File: config.mk
export PLATFORM = sky130hd
export DESIGN_NAME = twss_out
export DESIGN_NICKNAME = d
export VERILOG_FILES = /design/src/rtl/core/assert_macros.svh /design/src/rtl/core/twss_pkg.sv /design/src/rtl/core/twss_out.sv
export SDC_FILE = /design/constraint.sdc
export NUM_CORES = 1
export LEC_CHECK = 0
export ABC_CLOCK_PERIOD_IN_PS = 12300
export BUFFER_PORTS_ARGS = -buffer_cell sky130_fd_sc_hd__buf_4
export CAP_MARGIN = 0
export CORE_AREA = 2 2 144 146
export DETAILED_ROUTE_END_ITERATION = 6
export DIE_AREA = 0 0 146 148
export HOLD_SLACK_MARGIN = 0.03
export SLEW_MARGIN = 20
export SYNTH_ARGS = -nofsm -noshare
export SYNTH_HDL_FRONTEND = slang
export SYNTH_SLANG_ARGS = --single-unit
File: constraint.sdc
create_clock -name clk -period 12.3 [get_ports clk]
set_input_delay 1.23 -clock clk [delete_from_list [all_inputs] [get_ports clk]]
set_output_delay 1.23 -clock clk [all_outputs]
set_load 0.01 [all_outputs]
File: src/rtl/core/assert_macros.svh
// ----------------------------------------------------------------------------
// Assertion macros
// Shared concurrent assertion forms for the RTL in this folder.
// ----------------------------------------------------------------------------
`ifndef ASSERT_MACROS_SVH
`define ASSERT_MACROS_SVH

// Check that cons holds in the cycle after ante, outside reset.
`define ASSERT_NEXT(lbl, clk, rstn, ante, cons) \
    lbl: assert property (@(posedge clk) disable iff (!rstn) (ante) |=> (cons)) \
        else $error("%m: next-cycle check failed");

// Check that cons holds in the same cycle as ante, outside reset.
`define ASSERT_SAME(lbl, clk, rstn, ante, cons) \
    lbl: assert property (@(posedge clk) disable iff (!rstn) (ante) |-> (cons)) \
        else $error("%m: same-cycle check failed");

`endif

File: src/rtl/core/twss_pkg.sv
// ----------------------------------------------------------------------------
// twss_pkg
// Types and constants shared by the time window sample screen.
// ----------------------------------------------------------------------------
package twss_pkg;

    localparam int FIELD_TIME_W  = 48;
    localparam int WORD_W        = 32;
    localparam int SLOT_W        = 4;
    localparam int COUNT_W       = 5;
    localparam int KEPT_W        = 32;

    localparam int IN_TDATA_W    = 248;
    localparam int OUT_TDATA_W   = 176;

    // input tdata field offsets
    localparam int IN_SLOT_LSB   = 0;
    localparam int IN_START_LSB  = 4;
    localparam int IN_STOP_LSB   = 52;
    localparam int IN_TS_LSB     = 100;
    localparam int IN_X_LSB      = 148;
    localparam int IN_Y_LSB      = 180;
    localparam int IN_DIR_LSB    = 212;

    // output tdata field offsets
    localparam int OUT_TS_LSB    = 0;
    localparam int OUT_X_LSB     = 48;
    localparam int OUT_Y_LSB     = 80;
    localparam int OUT_DIR_LSB   = 112;
    localparam int OUT_KEPT_LSB  = 144;

    localparam logic KIND_LOAD   = 1'b0;
    localparam logic KIND_SAMPLE = 1'b1;

    localparam logic [KEPT_W-1:0] KEPT_MAX = '1;

    // one transaction as it travels down the cell chain
    typedef struct packed {
        logic                valid;
        logic                kind;
        logic [SLOT_W-1:0]   window_index;
        logic [WORD_W-1:0]   x_value;
        logic [WORD_W-1:0]   y_value;
        logic [WORD_W-1:0]   direction;
        logic                last_sample;
        logic                hit;
    } item_t;

endpackage

File: src/rtl/core/twss_out.sv
// ----------------------------------------------------------------------------
// twss_out
// Result register and saturating kept counter at the tail of the chain.
// ----------------------------------------------------------------------------
module twss_out #(
    parameter int TIME_WIDTH = 48
) (
    input  logic                                clk,
    input  logic                                rst_n,
    input  twss_pkg::item_t                     item_in,
    input  logic [TIME_WIDTH-1:0]               time_in,
    output logic                                adv,
    output logic                                m_axis_tvalid,
    input  logic                                m_axis_tready,
    output logic [twss_pkg::OUT_TDATA_W-1:0]    m_axis_tdata,
    output logic                                m_axis_tuser,
    output logic                                m_axis_tlast,
    output logic [twss_pkg::KEPT_W-1:0]         kept_total
);

    localparam int FTW = twss_pkg::FIELD_TIME_W;

    logic                                out_valid_reg;
    logic                                out_valid_next;
    logic [twss_pkg::KEPT_W-1:0]         kept_total_reg;
    logic [twss_pkg::KEPT_W-1:0]         kept_total_next;
    logic [twss_pkg::OUT_TDATA_W-1:0]    tdata_reg;
    logic                                kept_reg;
    logic                                last_reg;
    logic                                is_result;

    // the whole chain moves when the result register is free or being taken
    assign adv       = !out_valid_reg || m_axis_tready;
    assign is_result = item_in.valid && (item_in.kind == twss_pkg::KIND_SAMPLE);

    always_comb
    begin
        kept_total_next = kept_total_reg;
        out_valid_next  = out_valid_reg;
        if (adv)
        begin
            out_valid_next = is_result;
            if (is_result && item_in.hit && (kept_total_reg != twss_pkg::KEPT_MAX))
            begin
                kept_total_next = kept_total_reg + 1'b1;
            end
        end
    end

    always_ff @(posedge clk or negedge rst_n)
    begin
        if (!rst_n)
        begin
            out_valid_reg  <= 1'b0;
            kept_total_reg <= '0;
        end
        else
        begin
            out_valid_reg  <= out_valid_next;
            kept_total_reg <= kept_total_next;
        end
    end

    always_ff @(posedge clk)
    begin
        if (adv && is_result)
        begin
            tdata_reg <= {kept_total_next, item_in.direction, item_in.y_value,
                          item_in.x_value, FTW'(time_in)};
            kept_reg  <= item_in.hit;
            last_reg  <= item_in.last_sample;
        end
    end

    assign m_axis_tvalid = out_valid_reg;
    assign m_axis_tdata  = tdata_reg;
    assign m_axis_tuser  = kept_reg;
    assign m_axis_tlast  = last_reg;
    assign kept_total    = kept_total_reg;

endmodule

Yosys cells after proc, flatten, opt, wreduce, memory -nomap -nowiden. Cells that the tools add are included.

Register bits after elaboration: 211. Input port bits: 155. Output and inout port bits: 212.

Add/sub/neg operators: 1. Equal/unequal tests: 1. Mux-type cells: 2. Reduce and logical (&&, ||, !) cells: 6.

Operator list (number): $mux W32 (2); $add A32 B1 Y32 const B (1); $ne A32 B32 Y1 const B (1); $logic_and A1 B1 Y1 (4); $logic_not A1 Y1 (1); $logic_or A1 B1 Y1 (1).

Depth between registers and ports, before layout. Gate-level depths: netlist of run 1.

Word-level depth: 5. Gate-level depth with buffers: 7.

Worst setup path before layout of run 1. OpenSTA, ideal clock, no wires.

Path type: input -> register. From: input port m_axis_tready. To: register tdata_reg, in the netlist m_axis_tdata[0] (enable). Data arrival time: 8.707 ns. Path slack: 2.875 ns. Stages: 2. Path buffers: 0. Cell sequence: nor2b_1 > nor2_1.

Longest elaborated chain between the ends: 2.

RTL lines: start, declared (RTL line twss_out.sv:14) `input logic m_axis_tready,`; $logic_or A1 B1 Y1 (RTL line twss_out.sv:33) `assign adv = !out_valid_reg || m_axis_tready;`; $logic_and A1 B1 Y1 (RTL line twss_out.sv:66) `if (adv && is_result)`; end signal, assigned (RTL line twss_out.sv:68) `tdata_reg <= {kept_total_next, item_in.direction, item_in.y_value,`; end, declared (RTL line twss_out.sv:27) `logic [twss_pkg::OUT_TDATA_W-1:0] tdata_reg;`.

Every way passes these cells. A chain may end at the register's enable or synchronous reset.

Worst setup path in the final report of run 1.
From: input port m_axis_tready. To: register tdata_reg, in the netlist m_axis_tdata[72] (enable).

Same word-level chain as after synthesis.

==> results of run 1 <==
## per-layer routing
layer	share of wire	vias to the layer above
li1	-	2075
met1	0.36	2283
met2	0.53	209
met3	0.091	29
met4	0.017	4
met5	0.0010	-
## worst paths after layout
check                                    to  slack (ns)  cells after the start
max                        m_axis_tdata[72]        8.60                      5
min in group asynchronous    kept_total[12]        0.67                      1
min                          kept_total[31]        0.54                      1
max in group asynchronous     kept_total[1]       11.30                      1
max reg2reg                m_axis_tdata[72]        8.93                      4
min reg2reg                  kept_total[31]        0.54                      1
## logic make-up (layout without fill, tap and decap cells)
family	count (synthesis)	in the layout
AO/OA/AOI/OAI	1	1
XOR/XNOR	31	31
adder cells (fa/ha/maj)	1	1
buffers and inverters	5	408
flip-flops	211	211
multiplexers	1	1
AND/OR/NAND/NOR	87	87
## worst reg2reg max path, cell delays in order, from the launching register on
cell     delay [ns]
dfrtp_1        0.37
nor2b_1        0.21
nor2_4         0.55
buf_4          0.86
buf_4          0.93
## final cells by class
type / instances / area [um^2]
clock inverter: 17 / 193
multi-input combinational: 121 / 832
inverter: 2 / 7.51
tap: 270 / 338
timing repair buffer: 364 / 2730
clock buffer: 25 / 593
fill: 1657 / 9170
sequential: 211 / 6170
## per-stage QoR
| stage | instances | setup slack [ns] |
|---|---|---|
| floorplan | 337 | 2.87 |
| global placement | 968 | 8.15 |
| detailed placement | 968 | 8.04 |
| CTS | 1010 | 8.56 |
| global route | 1010 | 8.36 |
| finish | 1010 | 8.60 |
## cell usage after synthesis
cell type and n:
edfxtp_1 178, dfrtp_1 33, xor2_1 19, nand4_1 15, nor2_1 14, nand3_1 13, nand2_1 12, xnor2_1 12
and3_1 7, nor3_1 6, nor4_1 4, and4_1 3, inv_1 2, nor3_2 2, nor3b_1 2, and2_0 1
and2_1 1, and3_4 1, and4_4 1, buf_2 1, buf_6 1, clkbuf_1 1, ha_1 1, mux2_2 1
nand3_2 1, nand4_2 1, nor2b_1 1, nor4_4 1, nor4b_2 1, o211ai_2 1
## power by group through the flow
stage | clock network, W | logic, W | registers [W]
5_1_grt | 0.000751 | 0.000144 | 0.000837
2_1_floorplan | 0 | 0.0000230 | 0.000868
3_3_place_gp | 0 | 0.000135 | 0.000846
6_report | 0.000704 | 0.000135 | 0.000833
4_1_cts | 0.000726 | 0.000137 | 0.000833
3_5_place_dp | 0 | 0.000137 | 0.000848
==> impl_metrics.yaml, run 1 <==
clocking:
  postCtsSetupBuffers: 0
  cts_resized: 0
  hold_buffers: 0
  cts_buffer_depth: 3
  clockRootBuffer: "clkbuf_16"
  numCtsBuffers: 23
  clkTransAtPathRegs_ns: 0.06
  cts_tree: "yes"
  cts_htree_levels: 1
  clkSinkCount: 211
  clock_latency_ns: 0.50
synth:
  synth_top_family_by_area: "simple AND/OR/NAND/NOR gates"
  synth_area_leaders: "edfxtp_1, dfrtp_1, xor2_1, xnor2_1, nand4_1"
  synth_top_area_frac: 0.761
  synth_compound_area_frac: 0.00178
  yosysSeqAreaShare: 0.879
  synthAdderAreaFrac: 0.00178
  muxShareOfSynthArea: 0.00160
  synth_warnings: 0
  syn-cell-area_mm2: 0.00702
  netlist_instances: 337
  synth_top_area_cell: "edfxtp_1"
  synthXorXnorAreaFrac: 0.0387
  synth_cell_type_count: 30
  synth-seq-cells: 211
  synth_simple_gate_area_frac: 0.0736
  syn_nets: 493
  synth.avg_cell_area_um2: 20.8
detailed_routing:
  drt-total-wl_um: 20500
  postRouteAntennaNets: 0
  drt_iter0_markers: 262
  drc: 0
  num_vias: 4600
  avgViaCountPerCell: 4.55
  wire_per_inst_um: 20.3
  drt_pass1_iterations: 4
critical_path:
  crit_fanout: 84
  startpoint_type: "primary input"
  max_stage_delay_ns: 0.91
  slowest_stage: "buf_4"
  cp.arrival_ns: 3.82
  path_cells: "buf_4 > nor2b_1 > nor2_4 > buf_4 > buf_4"
  crit_top_cell: "buf_4"
  r2r_start: "m_axis_tvalid"
  crit_buf_inv: 3
  cp.required_ns: 12.41
  crit_type: "in2reg"
  crit_family: "buffers and inverters"
  endpoint_kind: "flip-flop"
  cp-startpoint: "m_axis_tready"
place:
  place.gp.congestion: 0.856
  port_buffers: 362
  post_dp_cell_area_mm2: 0.0101
  dp_hpwl_um: 15600
cells_and_area:
  nNetsFinal: 879
  n_antenna_cell: 0
  final_common_cell: "buf_4"
  final_core_util: 0.542
  syn2layout_area_growth_pct: 54.7
  final_cell_mix: "buf_4, edfxtp_1, dfrtp_1"
  post_route_cells_drive_above_1_share: 0.557
  largest_register_ff_count: 176
  design_area_mm2: 0.0109
floorplan:
  initial_core_util: 0.350
  io-pin-count: 367
  core_area_mm2: 0.0200
  fp.dieW_um: 146
  fp.dieH_um: 148
  rows: 52
  dieArea_mm2: 0.0216
global_routing:
  antenna_found_initial: 2
  grt_util_met2: 0.328
  met1_usage: 0.205
  grt_max_degree: 85
  busiest_layer: "met2"
  grtUsageTotal: 0.181
  overflow: 0
  grt_first_pass_wirelength_um: 30000
  grtUsageMet3: 0.0630
  grt_pass1_vias: 4764
timing:
  fmax_mhz: 270
  hold_slack_ns: 0.543
  clock_skew_ns: 0.0127
  fin_crit_sh: 0.301
  hold_viol: 0
  tightest_slew_ns: 1.04
  fin_tns_setup_ns: 0
  layout_min_cycle_time_ns: 3.70
  finalSetupViolations: 0
  relSlewSlack: 0.307
  rsz0062_at_grt: "false"
  drv_slew: 0
worst_hold_path:
  worstHoldPathType: "reg2reg"
  hp-start: "kept_total[31]"
power:
  p_sw_frac: 0.209
  p_sw_w: 0.000350
  power_density_mw_per_mm2: 154
  power.internal_w: 0.00132
  power_frac_clock: 0.421
  leakage_nw: 4.66
  p_comb_frac: 0.081
  irDropWorstVdd_v: 0.0000934
  power_frac_seq: 0.498
  p_total_w: 0.00167
outcome:
  status: "finished clean"
run:
  drv_cap: 0
Power figures use the tool's default switching activity.
==> inputs of run 2 (changes only) <==
--- a/config.mk
+++ b/config.mk
@@ -5,7 +5,7 @@
 export SDC_FILE = /design/constraint.sdc
 export NUM_CORES = 1
 export LEC_CHECK = 0
-export ABC_CLOCK_PERIOD_IN_PS = 12300
+export ABC_CLOCK_PERIOD_IN_PS = 3900
 export BUFFER_PORTS_ARGS = -buffer_cell sky130_fd_sc_hd__buf_4
 export CAP_MARGIN = 0
 export CORE_AREA = 2 2 144 146
==> constraint.sdc (replaced) <==
create_clock -name clk -period 3.9 [get_ports clk]
set_input_delay 0.39 -clock clk [delete_from_list [all_inputs] [get_ports clk]]
set_output_delay 0.39 -clock clk [all_outputs]
set_load 0.01 [all_outputs]
==> impl_metrics.yaml, run 2 (synthesized netlist as in run 1, its figures left out) <==
detailed_routing:
  drt-total-wl_um: 20800
  wire_per_inst_um: 20.6
  met3_length_um: 2000
  wl_met1_um: 7530
  postRouteAntennaNets: 0
  top_layer_used: "met4"
  avgViaCountPerCell: 4.49
  drt_pass1_iterations: 5
  drc: 0
  drt_iter0_markers: 228
  num_vias: 4536
  wl_met2_um: 10800
timing:
  fin_crit_sh: 0.602
  layout_min_cycle_time_ns: 2.35
  fin_tns_setup_ns: 0
  drv_slew: 0
  clock_skew_ns: 0.00807
  hold_viol: 0
  relSlewSlack: 0.410
  tightest_slew_ns: 0.885
  fmax_mhz: 426
  layout_setup_ws_ns: 1.55
  finalSetupViolations: 0
  rsz0062_at_grt: "false"
clocking:
  clock_latency_ns: 0.49
  cts_buffer_depth: 3
  numCtsBuffers: 23
  clkSinkCount: 211
  clockRootBuffer: "clkbuf_16"
  postCtsSetupBuffers: 0
  cts_resized: 0
  hold_buffers: 1
  cts_tree: "yes"
  clkTransAtPathRegs_ns: 0.06
  cts_htree_levels: 1
cells_and_area:
  seq_area_mm2: 0.00617
  nNetsFinal: 880
  largest_register_ff_count: 176
  post_route_cells_drive_above_1_share: 0.550
  n_antenna_cell: 0
  final_cell_mix: "buf_4, edfxtp_1, dfrtp_1"
  fill_cells: 1682
  final_core_util: 0.541
  final_common_cell: "buf_4"
  multi_input_area_um2: 832
  syn2layout_area_growth_pct: 54.3
floorplan:
  dieArea_mm2: 0.0216
  core_area_mm2: 0.0200
  io-pin-count: 367
  fp.dieW_um: 146
  initial_core_util: 0.350
  fp.dieH_um: 148
  rows: 52
critical_path:
  r2r_start: "kept_total[0]"
  crit_family: "simple AND/OR/NAND/NOR gates"
  crit_buf_inv: 0
  crit_type: "reg2reg"
  cp.required_ns: 4.13
  r2r_setup_slack_ns: 1.55
  endpoint_kind: "flip-flop"
  max_stage_delay_ns: 0.44
  crit_fanout: 8
  startpoint_type: "flip-flop"
  rr_endpoint: "m_axis_tdata[145]"
  slowest_stage: "nor4_4"
  reg2regPathDepth: 6
  cp.arrival_ns: 2.58
  path_cells: "ha_1 > nand4_1 > nor4_4 > nand3_2 > nand2_1 > mux2_2"
power:
  power_density_mw_per_mm2: 477
  leakage_nw: 4.64
  p_total_w: 0.00517
  irDropWorstVdd_v: 0.000294
worst_hold_path:
  hold_end: "m_axis_tdata[77]"
  whs_path_depth: 1
  hp-start: "item_in[95]"
  worstHoldPathType: "in2reg"
global_routing:
  grt_first_pass_wirelength_um: 29800
  grtUsageTotal: 0.185
  grt_max_degree: 109
  overflow: 0
  antenna_found_initial: 0
  grt_pass1_vias: 4616
place:
  port_buffers: 362
  dp_hpwl_um: 15800
  post-place-ws_ns: 1.53
  place.gp.congestion: 0.814
run:
  drv_cap: 0
outcome:
  status: "finished clean"
run 2: cell count changes in the layout (fill, tap and decap cells not counted), sizes merged:
cell / delta
clkbuf: +8
clkinv: -6
bufinv: -2
dlygate4sd3: +1
inv: -1
run 2: layer usage:
layer	vias up	track usage
li1	2085	-
met1	2226	0.209
met2	192	0.328
met3	33	0.0704
met4	0	0.0549
met5	-	0
run 2: through the flow:
step / instances / hold WS [ns] / instance area (um^2)
detailed placement: 968 / 0.375 / 10100
global placement: 968 / 0.369 / 10100
floorplan: 337 / 0.0944 / 7030
CTS: 1010 / 0.0450 / 10800
finish: 1010 / 0.0719 / 10800
global route: 1010 / 0.0425 / 10800
run 2: cell type report:
| cell class | count | area share |
|---|---|---|
| Clock buffer | 33 | 0.0593 |
| Timing Repair Buffer | 365 | 0.254 |
| Inverter | 2 | 0.000693 |
| Sequential cell | 211 | 0.569 |
| Clock inverter | 8 | 0.00854 |
| Tap cell | 270 | 0.0312 |
| Multi-Input combinational cell | 121 | 0.0768 |
run 2: report_power, final:
part | internal [W] | switching [W]
combinational | 0.000234 | 0.000199
clock | 0.00127 | 0.000832
sequential | 0.00257 | 0.0000527
run 2: worst max-delay path by stage:
stage | cells after the start | startpoint | to | slack [ns]
CTS | 6 | kept_total[0] | m_axis_tdata[145] | 1.53
global route | 6 | kept_total[0] | m_axis_tdata[145] | 1.37
global placement | 6 | kept_total[0] | m_axis_tdata[145] | 1.59
finish | 6 | kept_total[0] | m_axis_tdata[145] | 1.55
floorplan | 2 | m_axis_tvalid | m_axis_tdata[0] | 0.23
detailed placement | 6 | kept_total[0] | m_axis_tdata[145] | 1.53
run 2: worst reg2reg max path, stage by stage, from the launching register on:
cell and delay [ns]:
dfrtp_1 0.42, ha_1 0.23, nand4_1 0.21, nor4_4 0.44, nand3_2 0.26, nand2_1 0.18
mux2_2 0.36
