$ cat config.mk
export PLATFORM = sky130hd
export DESIGN_NAME = twss_cell
export DESIGN_NICKNAME = d
export VERILOG_FILES = /design/src/rtl/core/assert_macros.svh /design/src/rtl/core/twss_pkg.sv /design/src/rtl/core/twss_cell.sv
export SDC_FILE = /design/constraint.sdc
export NUM_CORES = 1
export LEC_CHECK = 0
export CORE_ASPECT_RATIO = 0.5
export CORE_MARGIN = 5
export CORE_UTILIZATION = 47
export DETAILED_ROUTE_END_ITERATION = 12
export DONT_BUFFER_PORTS = 1
export RECOVER_POWER = 100
export SLEW_MARGIN = 20
export SYNTH_ARGS = -nofsm -noshare
export SYNTH_HDL_FRONTEND = slang
export SYNTH_SLANG_ARGS = --single-unit
$ cat constraint.sdc
create_clock -name clk -period 2.2 [get_ports clk]
set_input_delay 0.44 -clock clk [delete_from_list [all_inputs] [get_ports clk]]
set_output_delay 0.44 -clock clk [all_outputs]
set_load 0.01 [all_outputs]
$ cat src/rtl/core/assert_macros.svh
// ----------------------------------------------------------------------------
// Assertion macros
// Shared concurrent assertion forms for the RTL in this folder.
// ----------------------------------------------------------------------------
`ifndef ASSERT_MACROS_SVH
`define ASSERT_MACROS_SVH

// Check that cons holds in the cycle after ante, outside reset.
`define ASSERT_NEXT(lbl, clk, rstn, ante, cons) \
    lbl: assert property (@(posedge clk) disable iff (!rstn) (ante) |=> (cons)) \
        else $error("%m: next-cycle check failed");

// Check that cons holds in the same cycle as ante, outside reset.
`define ASSERT_SAME(lbl, clk, rstn, ante, cons) \
    lbl: assert property (@(posedge clk) disable iff (!rstn) (ante) |-> (cons)) \
        else $error("%m: same-cycle check failed");

`endif

$ cat src/rtl/core/twss_pkg.sv
// ----------------------------------------------------------------------------
// twss_pkg
// Types and constants shared by the time window sample screen.
// ----------------------------------------------------------------------------
package twss_pkg;

    localparam int FIELD_TIME_W  = 48;
    localparam int WORD_W        = 32;
    localparam int SLOT_W        = 4;
    localparam int COUNT_W       = 5;
    localparam int KEPT_W        = 32;

    localparam int IN_TDATA_W    = 248;
    localparam int OUT_TDATA_W   = 176;

    // input tdata field offsets
    localparam int IN_SLOT_LSB   = 0;
    localparam int IN_START_LSB  = 4;
    localparam int IN_STOP_LSB   = 52;
    localparam int IN_TS_LSB     = 100;
    localparam int IN_X_LSB      = 148;
    localparam int IN_Y_LSB      = 180;
    localparam int IN_DIR_LSB    = 212;

    // output tdata field offsets
    localparam int OUT_TS_LSB    = 0;
    localparam int OUT_X_LSB     = 48;
    localparam int OUT_Y_LSB     = 80;
    localparam int OUT_DIR_LSB   = 112;
    localparam int OUT_KEPT_LSB  = 144;

    localparam logic KIND_LOAD   = 1'b0;
    localparam logic KIND_SAMPLE = 1'b1;

    localparam logic [KEPT_W-1:0] KEPT_MAX = '1;

    // one transaction as it travels down the cell chain
    typedef struct packed {
        logic                valid;
        logic                kind;
        logic [SLOT_W-1:0]   window_index;
        logic [WORD_W-1:0]   x_value;
        logic [WORD_W-1:0]   y_value;
        logic [WORD_W-1:0]   direction;
        logic                last_sample;
        logic                hit;
    } item_t;

endpackage

$ cat src/rtl/core/twss_cell.sv
// ----------------------------------------------------------------------------
// twss_cell
// One window slot: holds start/stop, captures loads addressed to it and
// tests passing samples against its window.
// ----------------------------------------------------------------------------
module twss_cell #(
    parameter int CELL_IDX   = 0,
    parameter int TIME_WIDTH = 48
) (
    input  logic                                clk,
    input  logic                                rst_n,
    input  logic                                adv,
    input  logic [twss_pkg::COUNT_W-1:0]        window_count,
    input  twss_pkg::item_t                     item_in,
    input  logic [TIME_WIDTH-1:0]               time_a_in,
    input  logic [TIME_WIDTH-1:0]               time_b_in,
    output twss_pkg::item_t                     item_out,
    output logic [TIME_WIDTH-1:0]               time_a_out,
    output logic [TIME_WIDTH-1:0]               time_b_out
);

    twss_pkg::item_t         item_reg;
    twss_pkg::item_t         item_next;
    logic [TIME_WIDTH-1:0]   start_reg;
    logic [TIME_WIDTH-1:0]   stop_reg;
    logic [TIME_WIDTH-1:0]   time_a_reg;
    logic [TIME_WIDTH-1:0]   time_b_reg;
    logic                    active;
    logic                    is_load;
    logic                    in_win;

    assign active  = int'(window_count) > CELL_IDX;
    assign is_load = item_in.valid && (item_in.kind == twss_pkg::KIND_LOAD)
                     && (int'(item_in.window_index) == CELL_IDX);
    assign in_win  = item_in.valid && (item_in.kind == twss_pkg::KIND_SAMPLE) && active
                     && (time_a_in >= start_reg) && (time_a_in < stop_reg);

    always_comb
    begin
        item_next     = item_in;
        item_next.hit = item_in.hit | in_win;
    end

    always_ff @(posedge clk or negedge rst_n)
    begin
        if (!rst_n)
        begin
            item_reg  <= '0;
            start_reg <= '0;
            stop_reg  <= '0;
        end
        else if (adv)
        begin
            item_reg <= item_next;
            if (is_load)
            begin
                start_reg <= time_a_in;
                stop_reg  <= time_b_in;
            end
        end
    end

    always_ff @(posedge clk)
    begin
        if (adv)
        begin
            time_a_reg <= time_a_in;
            time_b_reg <= time_b_in;
        end
    end

    assign item_out   = item_reg;
    assign time_a_out = time_a_reg;
    assign time_b_out = time_b_reg;

endmodule

Word-level counts from Yosys, hierarchy flattened:

Cells that the tools add are included.

* bits in registers: 296
* bits in latches: 0
* RAM bits: 0
* bits in read-only memories: 0
* input port bits: 208
* logic and storage cells: 25
* memories: 0

* add/subtract/negate cells: 0
* multipliers: 0
* div/mod/pow operators: 0
* magnitude comparators: 3
* equal/unequal tests: 0
* shifts and indexed selects: 0
* multiplexer cells: 0
* bitwise logic cells: 2
* reductions and logical operators: 8

Operators by type and width (number)
* greater-or-equal comparator 48 bit: 1
* < comparator 48 bit: 1
* logical AND 1 bit: 6
* greater-than comparator 5 x 1 -> 1 bit, second input constant: 1
* logical NOT 4 bit: 1
* AND reduction 2 bit: 1
* NOT 1 bit: 1
* bitwise OR 1 bit: 1

Logic depth before layout (Yosys ltp):

Gate-level depths: netlist of the first run.

* word-level depth: 5
* mapped depth: 9
* mapped depth without buffers: 9

Least setup slack after synthesis of the first run:

No wires, ideal clock.

* kind: input port to flip-flop
* from: in time_a_in[45]
* to: reg item_reg, in the netlist item_out[0]
* setup time: 77 ps
* arrival time: 1837 ps
* data required time: 2123 ps
* path slack: 286 ps
* cell stages on the path: 7
* buffers on the path: 0
* cells stage by stage: ha_1 > nand4_1 > nor4_1 > nand3_1 > a211o_1 > a32o_1 > a21oi_1

* cells in the longest elaborated chain, start to end: 4
* elaborated cells on any way between the ends: 5
* those cells by class: order compare: 2; bitwise: 1; reduce/logical: 2

Ends and longest elaborated chain
* from (decl): RTL line twss_cell.sv:15 `input logic [TIME_WIDTH-1:0] time_a_in,`
* greater-or-equal comparator 48 bit: RTL line twss_cell.sv:36 `&& (time_a_in >= start_reg) && (time_a_in < stop_reg);`
* logical AND 1 bit: RTL line twss_cell.sv:36
* logical AND 1 bit (*): RTL line twss_cell.sv:36
* bitwise OR 1 bit (*): RTL line twss_cell.sv:41 `item_next.hit = item_in.hit | in_win;`
* to (signal assigned): RTL line twss_cell.sv:54 `item_reg <= item_next;`
* to (decl): RTL line twss_cell.sv:22 `twss_pkg::item_t item_reg;`

Mark *: on every way between the ends. The rest lies on a longest branch, timed or not.
A chain may end at the register's enable or synchronous reset.

Worst setup path after layout of the first run:

* from: reg start_reg[25]
* to: reg item_reg, in the netlist item_out[0]

* cells in the longest elaborated chain, start to end: 4

Ends and longest elaborated chain
* from (decl): RTL line twss_cell.sv:24 `logic [TIME_WIDTH-1:0] start_reg;`
* from (signal assigned): RTL line twss_cell.sv:57 `start_reg <= time_a_in;`
* greater-or-equal comparator 48 bit: RTL line twss_cell.sv:36
* logical AND 1 bit (2 in a row): RTL line twss_cell.sv:36
* bitwise OR 1 bit: RTL line twss_cell.sv:41

Every way passes these cells.

==> flow_metrics.tcl, run 1 <==
set metrics [dict create \
    grt_max_degree 201 \
    fillers 2142 \
    rsz0062_at_grt "no" \
    synth_fa_ha_area_frac 0.0950 \
    met2_usage 0.345 \
    h-tree-depth 1 \
    tightestPinTransition_ns 0.790 \
    min_period_over_period 0.922 \
    grt_pass1_wl_mm 46.6 \
    cts-root-buf "clkbuf_16" \
    largest_reg_flops 104 \
    drc_errors 0 \
    post_drt_wl_per_cell_um 21.1 \
    grt_pass1_vias 8110 \
    ys_seq_elements 296 \
    row_count 42 \
    fin_ws_ns 0.171 \
    synth_xor_area_frac 0 \
    initial_core_util 0.475 \
    syn-cell-area_um2 12500 \
    layout-drive-gt1-share 0.142 \
    drtAntennaViolNets 0 \
    use_met1 0.234 \
    hpwlAfterDp_mm 20.4 \
    ys.flop_type "dfrtp_1" \
    core_um2 26300 \
    max_freq_mhz 493 \
    wl_mm 30.4 \
    cp.arrival_ns 2.45 \
    nNetsFinal 1370 \
    cts.reportedPaths.clkPinSlew_ns 0.07 \
    min_path_type "in2async" \
    crit_path_start_kind "register" \
    yosys_warnings 0 \
    syn_nets 1262 \
    synthArstFlopShare 0.676 \
    violations "hold timing" \
    drtIter0Drc 348 \
    min_period_ns 2.03 \
    clockBufferDepth 3 \
    synth-simple-area-share 0.0587 \
    antenna_found_initial 1 \
    ir_drop_v 0.000520 \
    max-slew-margin-rel 0.473 \
    fin_worst_skew_ns 0.0136 \
    multi_input_area_um2 4080 \
    path_class "reg2reg" \
    slew_violations 0 \
    io_pins 408 \
    synth_compound_area_frac 0.0767 \
    max_cap_violations 0 \
    cp_max_fo 2 \
    syn2layout_area_growth_pct 17.5 \
    seq_area_um2 7890 \
    hold_viol 200 \
    insertion_delay_ns 0.54 \
    io_buffers 0 \
    vias 7501 \
    setup_viol 0 \
    required_ns 2.62 \
    dieArea_um2 30200 \
    worstSetupEndpointType "register" \
    synth_top_family_by_area "adder cells" \
    synthCells 959 \
    drt_pass1_iterations 5 \
    top_usage_layer "met2" \
    vias_per_cell 5.21 \
    grt.overflow.total 0 \
    status "finished with violations" \
    gp_congestion 0.814 \
    synth.distinct_cells 41 \
    leakage_nw 6.46 \
    whs_ns -0.403 \
    dieHeight_um 125 \
    synthMuxAreaShare 0.0944 \
    antennaDiodeCount 0 \
    ys_seq_area_frac 0.630 \
    power_density_nw_per_um2 886 \
    cts_tree "yes" \
    fin_util 0.559 \
    synth-edff-count 96 \
    place_ws_ns -0.0707 \
    grtUsageTotal 0.196 \
    cts_sinks 296 \
    syn_avg_cell_area_um2 13.1 \
    numCtsBuffers 26 \
    die_x_um 241 \
    gr-usage-met3 0.0634 \
]
## per-stage QoR
| stage | power (mW) | std cells | TNS [ns] | cell area (um2) |
|---|---|---|---|---|
| final | 13.0 | 1439 | 0 | 14700 |
| after global routing | 13.8 | 1439 | 0 | 14700 |
| after CTS | 13.2 | 1434 | 0 | 14700 |
| after detailed placement | 8.46 | 1287 | -0.0707 | 12900 |
| after global placement | 8.40 | 1287 | 0 | 12900 |
| after floorplan | 8.04 | 959 | 0 | 12500 |
## cell families (layout without fill, tap and decap cells)
kind of cell | count (synthesis) | in the layout
AOI/OAI and AO/OA | 172 | 172
DFF | 296 | 296
and+or+nand+nor | 162 | 162
buffers and inverters | 129 | 257
muxes | 105 | 105
adders and majority gates | 95 | 95
## synth_stat cells, types with 3 or more instances
library cell,instances,area [um2]
inv_1,97,364
a21oi_1,29,145
mux2_2,102,1150
clkbuf_1,19,71.3
edfxtp_1,96,2880
nor2_1,12,45.0
buf_4,3,22.5
a211oi_1,4,30.0
nand4_1,12,75.1
buf_6,9,101
o21ai_0,88,440
dfrtp_1,200,5000
a21o_1,15,113
and4_1,4,35.0
nand3_1,6,30.0
ha_1,95,1190
o21ai_1,23,115
nand2_1,113,424
## cells in the final DEF, fill, tap and decap left out, types with 2 or more instances in the layout
| cell | synthesis | routed |
|---|---|---|
| a211o_1 | 2 | 2 |
| a211oi_1 | 4 | 4 |
| a21o_1 | 15 | 15 |
| a21oi_1 | 29 | 29 |
| and4_1 | 4 | 4 |
| buf_4 | 3 | 3 |
| clkbuf_1 | 19 | 9 |
| clkbuf_16 | 0 | 27 |
| clkbuf_2 | 0 | 2 |
| clkbuf_8 | 0 | 4 |
| clkinv_1 | 0 | 2 |
| clkinv_2 | 0 | 3 |
| clkinvlp_4 | 0 | 2 |
| dfrtp_1 | 200 | 200 |
| dlygate4sd3_1 | 0 | 103 |
| edfxtp_1 | 96 | 96 |
| ha_1 | 95 | 95 |
| inv_1 | 97 | 97 |
| mux2_1 | 2 | 2 |
| mux2_2 | 102 | 102 |
| nand2_1 | 113 | 113 |
| nand3_1 | 6 | 6 |
| nand4_1 | 12 | 12 |
| nor2_1 | 12 | 12 |
| nor2b_1 | 2 | 2 |
| nor3_1 | 1 | 2 |
| nor4b_1 | 2 | 2 |
| o2111ai_1 | 2 | 2 |
| o211ai_1 | 2 | 2 |
| o21ai_0 | 88 | 107 |
| o21ai_1 | 23 | 4 |
| or4_1 | 1 | 2 |
## worst max-delay path: stages (launching register included)
cell      delay, ns
dfrtp_1        0.36
inv_1          0.07
ha_1           0.24
a21oi_1        0.15
o21ai_0        0.11
a221o_1        0.43
a211oi_1       0.32
a32o_1         0.21
a21oi_1        0.04
## layer usage
| layer | share of wire | up-vias |
|---|---|---|
| met5 | 0.00066 | - |
| met4 | 0.025 | 2 |
| met3 | 0.072 | 51 |
| met2 | 0.51 | 217 |
| met1 | 0.39 | 3665 |
| li1 | - | 3566 |
## path summary, 6_finish.rpt
check,startpoint,end,slack (ns),cells past startpoint
worst max-delay path,start_reg[25]$_DFFE_PN0P_,item_out[0]$_DFFE_PN0P_,0.17,8
worst min-delay path,rst_n,item_out[3]$_DFFE_PN0P_,-0.40,0
worst max register to register,start_reg[25]$_DFFE_PN0P_,item_out[0]$_DFFE_PN0P_,0.17,8
worst min register to register,start_reg[0]$_DFFE_PN0P_,start_reg[0]$_DFFE_PN0P_,0.50,1
max in group asynchronous,rst_n,start_reg[20]$_DFFE_PN0P_,2.32,0
min in group clk,time_b_in[11],stop_reg[11]$_DFFE_PN0P_,0.02,2
## area by class of cell
cell class,instances,area share
Inverter,97,0.0248
Timing Repair Buffer,112,0.0747
Clock inverter,9,0.00519
Multi-Input combinational cell,534,0.277
Sequential cell,296,0.536
Tap cell,352,0.0299
Clock buffer,39,0.0518
## power breakdown
group / switching (mW) / internal (mW) / leakage (nW) / total [mW]
combinational: 0.828 / 0.828 / 2.88 / 1.66
clock: 1.98 / 2.52 / 0.407 / 4.50
sequential: 0.486 / 6.39 / 3.17 / 6.88
## timing repair
item                       in CTS  in global routing
buffers inserted                0                  1
resized for setup               1                  4
setup endpoints to repair       1                  1
hold buffers                   99                  4
pin swaps                       0                  5
hold endpoints to repair      352                202
(Power assumes the default switching activity.)
==> run 2: changes to the inputs <==
- CORE_UTILIZATION: 47 -> 40
- SKIP_CTS_REPAIR_TIMING: not set -> 1
==> flow_metrics.tcl, run 2 (same netlist as run 1, synthesis figures left out) <==
set metrics [dict create \
    dieHeight_um 135 \
    hold_viol 200 \
    layout_common_cells "dfrtp_1 (200), dlygate4sd3_1 (123), nand2_1 (113)" \
    fin_ws_ns 0.119 \
    h-tree-depth 1 \
    layout-drive-gt1-share 0.145 \
    cp_max_fo 2 \
    leakage_nw 6.59 \
    min_path_type "in2async" \
    vias 7719 \
    ir_drop_v 0.000485 \
    io_pins 408 \
    power_density_nw_per_um2 886 \
    fin_util 0.494 \
    multi_input_area_um2 4080 \
    gp_congestion 0.769 \
    grt_pass1_vias 7528 \
    worstSetupStartpoint "stop_reg[19]$_DFFE_PN0P_" \
    drc_errors 0 \
    nNetsFinal 1392 \
    die_x_um 260 \
    status "finished with violations" \
    p_total_mw 13.4 \
    rrSetupSlack_ns 0.12 \
    cts.reportedPaths.clkPinSlew_ns 0.07 \
    core_um2 30600 \
    row_count 45 \
    path_class "reg2reg" \
    min_period_over_period 0.946 \
    clockBufferDepth 3 \
    setup_viol 0 \
    violations "hold timing, capacitance limit, slew limit" \
    cp.arrival_ns 2.56 \
    cts_tree "yes" \
    grt_max_degree 202 \
    r2r_start "stop_reg[19]$_DFFE_PN0P_" \
    max-slew-margin-rel -0.270 \
    hpwlAfterDp_mm 21.4 \
    fillers 2653 \
    cts_sinks 296 \
    vias_per_cell 5.03 \
    dieArea_um2 35100 \
    tightestPinTransition_ns 1.90 \
    drtIter0Drc 391 \
    fin_worst_skew_ns 0.0105 \
    grtUsageTotal 0.160 \
    antenna_found_initial 2 \
    crit_path_start_kind "register" \
    placedCellCount 1358 \
    drt_pass1_iterations 5 \
    cts-root-buf "clkbuf_16" \
    worstSetupEndpointType "register" \
    numCtsBuffers 28 \
    syn2layout_area_growth_pct 20.6 \
    max_freq_mhz 481 \
    max_cap_violations 1 \
    post_drt_wl_per_cell_um 20.8 \
    final_common_cell "dfrtp_1" \
    place_area_um2 13000 \
    seq_area_um2 7890 \
    initial_core_util 0.409 \
    grt_pass1_wl_mm 44.7 \
    whs_ns -0.416 \
    place_ws_ns -0.119 \
    drtAntennaViolNets 0 \
    io_buffers 0 \
    min_period_ns 2.08 \
    fin_cells 1536 \
    required_ns 2.68 \
    insertion_delay_ns 0.55 \
    slew_violations 35 \
    wl_mm 31.9 \
    grt.overflow.total 0 \
    largest_reg_flops 104 \
    final_area_um2 15100 \
]
run 2: through the flow:
stage / hold slack [ns] / TNS [ns]
after floorplan: 0.144 / 0
after global placement: 0.151 / -0.0955
after detailed placement: 0.149 / -0.119
after CTS: -0.453 / -0.0958
after global routing: -0.455 / -0.0162
final: -0.416 / 0
run 2: cell type report:
cell class              instances  share of cell area
inverters                      97              0.0241
clock inverters                15             0.00754
flip-flops and latches        296               0.523
repair buffers                132              0.0878
multi-input cells             534               0.270
diodes                          2            0.000332
well taps                     423              0.0351
clock buffers                  37              0.0521
run 2: power breakdown:
part	switching (mW)	total, mW	internal [mW]
registers	0.500	6.90	6.40
logic	0.835	1.69	0.851
clock network	2.14	4.79	2.65
run 2: worst max-delay path, stage by stage, from the launching register on:
cell and delay (ns):
dfrtp_1 0.36, inv_1 0.07, ha_1 0.24, a21oi_1 0.15, o21ai_0 0.12, a221oi_1 0.33, buf_4 0.19, a211oi_1 0.09
a211o_1 0.32, a21oi_1 0.13
run 2: per-layer routing:
layer | GRT usage | up-vias | part of all wire
met1 | 0.202 | 3873 | 0.40
met3 | 0.0297 | 49 | 0.039
met5 | 0 | - | 0
met2 | 0.284 | 176 | 0.54
li1 | - | 3621 | -
met4 | 0.0463 | 0 | 0.024
run 2: path summary, 6_finish.rpt:
path,endpoint,cells after the start
max,item_out[0]$_DFFE_PN0P_,9
min,item_out[100]$_DFFE_PN0P_,0
max reg2reg,item_out[0]$_DFFE_PN0P_,9
min reg2reg,start_reg[0]$_DFFE_PN0P_,1
max in group asynchronous,item_out[28]$_DFFE_PN0P_,0
min in group clk,stop_reg[28]$_DFFE_PN0P_,2
==> run 3: changes to the inputs <==
- CORE_UTILIZATION: 40 -> 63
- PLACE_DENSITY: not set -> 0.79
==> flow_metrics.tcl, run 3 (same netlist as run 1, synthesis figures left out) <==
set metrics [dict create \
    critPathBufInv 1 \
    setup_viol 0 \
    initial_core_util 0.642 \
    placedCellCount 1201 \
    slowest_delay_ns 0.42 \
    grt.overflow.total 0 \
    insertion_delay_ns 0.52 \
    path_class "reg2reg" \
    fin_ws_ns 0.0221 \
    drtAntennaViolNets 0 \
    min_period_ns 2.18 \
    row_count 36 \
    dieArea_um2 23000 \
    die_x_um 209 \
    power_density_nw_per_um2 903 \
    place_ws_ns -0.0193 \
    max_cap_violations 0 \
    required_ns 2.65 \
    leakage_nw 6.48 \
    violations "hold timing" \
    core_um2 19500 \
    drt_pass1_iterations 5 \
    met2_usage 0.416 \
    slew_violations 0 \
    cts_sinks 296 \
    final_common_cell "dfrtp_1" \
    hold_viol 200 \
    path_delay_family "simple AND/OR/NAND/NOR gates" \
    status "finished with violations" \
    cts_tree "yes" \
    nNetsFinal 1363 \
    use_met1 0.292 \
    layout-drive-gt1-share 0.148 \
    ir_drop_v 0.000566 \
    fin_cells 1347 \
    cp_slowest_cell "nor4_4" \
    cp_max_fo 3 \
    min_path_type "in2async" \
    gp_congestion 0.800 \
    drtIter0Drc 608 \
    syn2layout_area_growth_pct 16.9 \
    cts.reportedPaths.clkPinSlew_ns 0.07 \
    dieHeight_um 110 \
    max_freq_mhz 459 \
    io_pins 408 \
    worstPathCellList "inv_1, ha_1, nand4_1, nor4_4, nand3_1, a211o_1, a32o_1, a21oi_1" \
    h-tree-depth 1 \
    grt_pass1_wl_mm 43.0 \
    finalSetupTns_ns 0 \
    worstSetupEndpointType "register" \
    layout_common_cells "dfrtp_1 (200), nand2_1 (113), o21ai_0 (105)" \
    max-slew-margin-rel 0.323 \
    p_total_mw 13.2 \
    antenna_found_initial 11 \
    clockBufferDepth 3 \
    drc_errors 0 \
    crit_path_start_kind "register" \
    hpwlAfterDp_mm 20.7 \
    cp.arrival_ns 2.63 \
    io_buffers 0 \
    min_period_over_period 0.990 \
    gr-usage-met3 0.0770 \
    tightestPinTransition_ns 1.02 \
    wl_mm 31.1 \
    post_drt_wl_per_cell_um 23.1 \
    grt_pass1_vias 7580 \
    numCtsBuffers 26 \
    largest_reg_flops 104 \
    fin_worst_skew_ns 0.00878 \
    grtUsageTotal 0.238 \
    vias 7932 \
    whs_ns -0.389 \
    top_usage_layer "met2" \
    vias_per_cell 5.89 \
    cts-root-buf "clkbuf_16" \
    grt_max_degree 202 \
]
-- run 3: cell count changes in the layout (fill, tap and decap cells not counted), sizes merged --
cell,before,now
clkbuf,39,41
clkinv,11,7
diode,2,1
dlygate4sd3,123,96
inv,99,97
-- run 3: worst reg2reg max path: stages (launching register included) --
cell	delay, ns
dfrtp_1	0.32
inv_1	0.05
ha_1	0.31
nand4_1	0.21
nor4_4	0.42
nand3_1	0.18
a211o_1	0.26
a32o_1	0.25
a21oi_1	0.10
-- run 3: final timing paths --
| kind | startpoint | endpoint | slack, ns | cells past startpoint |
|---|---|---|---|---|
| worst max-delay path | start_reg[35]$_DFFE_PN0P_ | item_out[0]$_DFFE_PN0P_ | 0.02 | 8 |
| worst min-delay path | rst_n | stop_reg[5]$_DFFE_PN0P_ | -0.39 | 0 |
| worst max register to register | start_reg[35]$_DFFE_PN0P_ | item_out[0]$_DFFE_PN0P_ | 0.02 | 8 |
| worst min register to register | start_reg[0]$_DFFE_PN0P_ | start_reg[0]$_DFFE_PN0P_ | 0.49 | 1 |
| max in group asynchronous | rst_n | item_out[5]$_DFFE_PN0P_ | 2.27 | 0 |
| min in group clk | time_b_in[38] | stop_reg[38]$_DFFE_PN0P_ | 0.03 | 2 |
-- run 3: layer usage --
layer	wire, um	share of wire
met1	11700	0.38
met2	16000	0.52
met3	2200	0.071
met4	998	0.032
met5	155	0.0050
-- run 3: cell type report --
type                       count  area, um2
tap                          266        333
sequential                   296       7890
multi-input combinational    534       4090
fill                        1209       4880
clock buffer                  39        802
antenna                        1       2.50
clock inverter                 9       75.1
inverter                      97        364
timing repair buffer         105       1070
-- run 3: through the flow --
| step | cell area [um2] | util |
|---|---|---|
| 2_1_floorplan | 12500 | - |
| 6_report | 14600 | 0.750 |
| 3_3_place_gp | 12800 | 0.655 |
| 3_5_place_dp | 12800 | 0.655 |
| 5_1_grt | 14600 | 0.750 |
| 4_1_cts | 13600 | 0.700 |
-- run 3: where the power goes --
group | switching, mW | internal, mW
clock | 1.99 | 2.65
sequential | 0.517 | 6.39
combinational | 0.836 | 0.826
total | 3.34 | 9.87
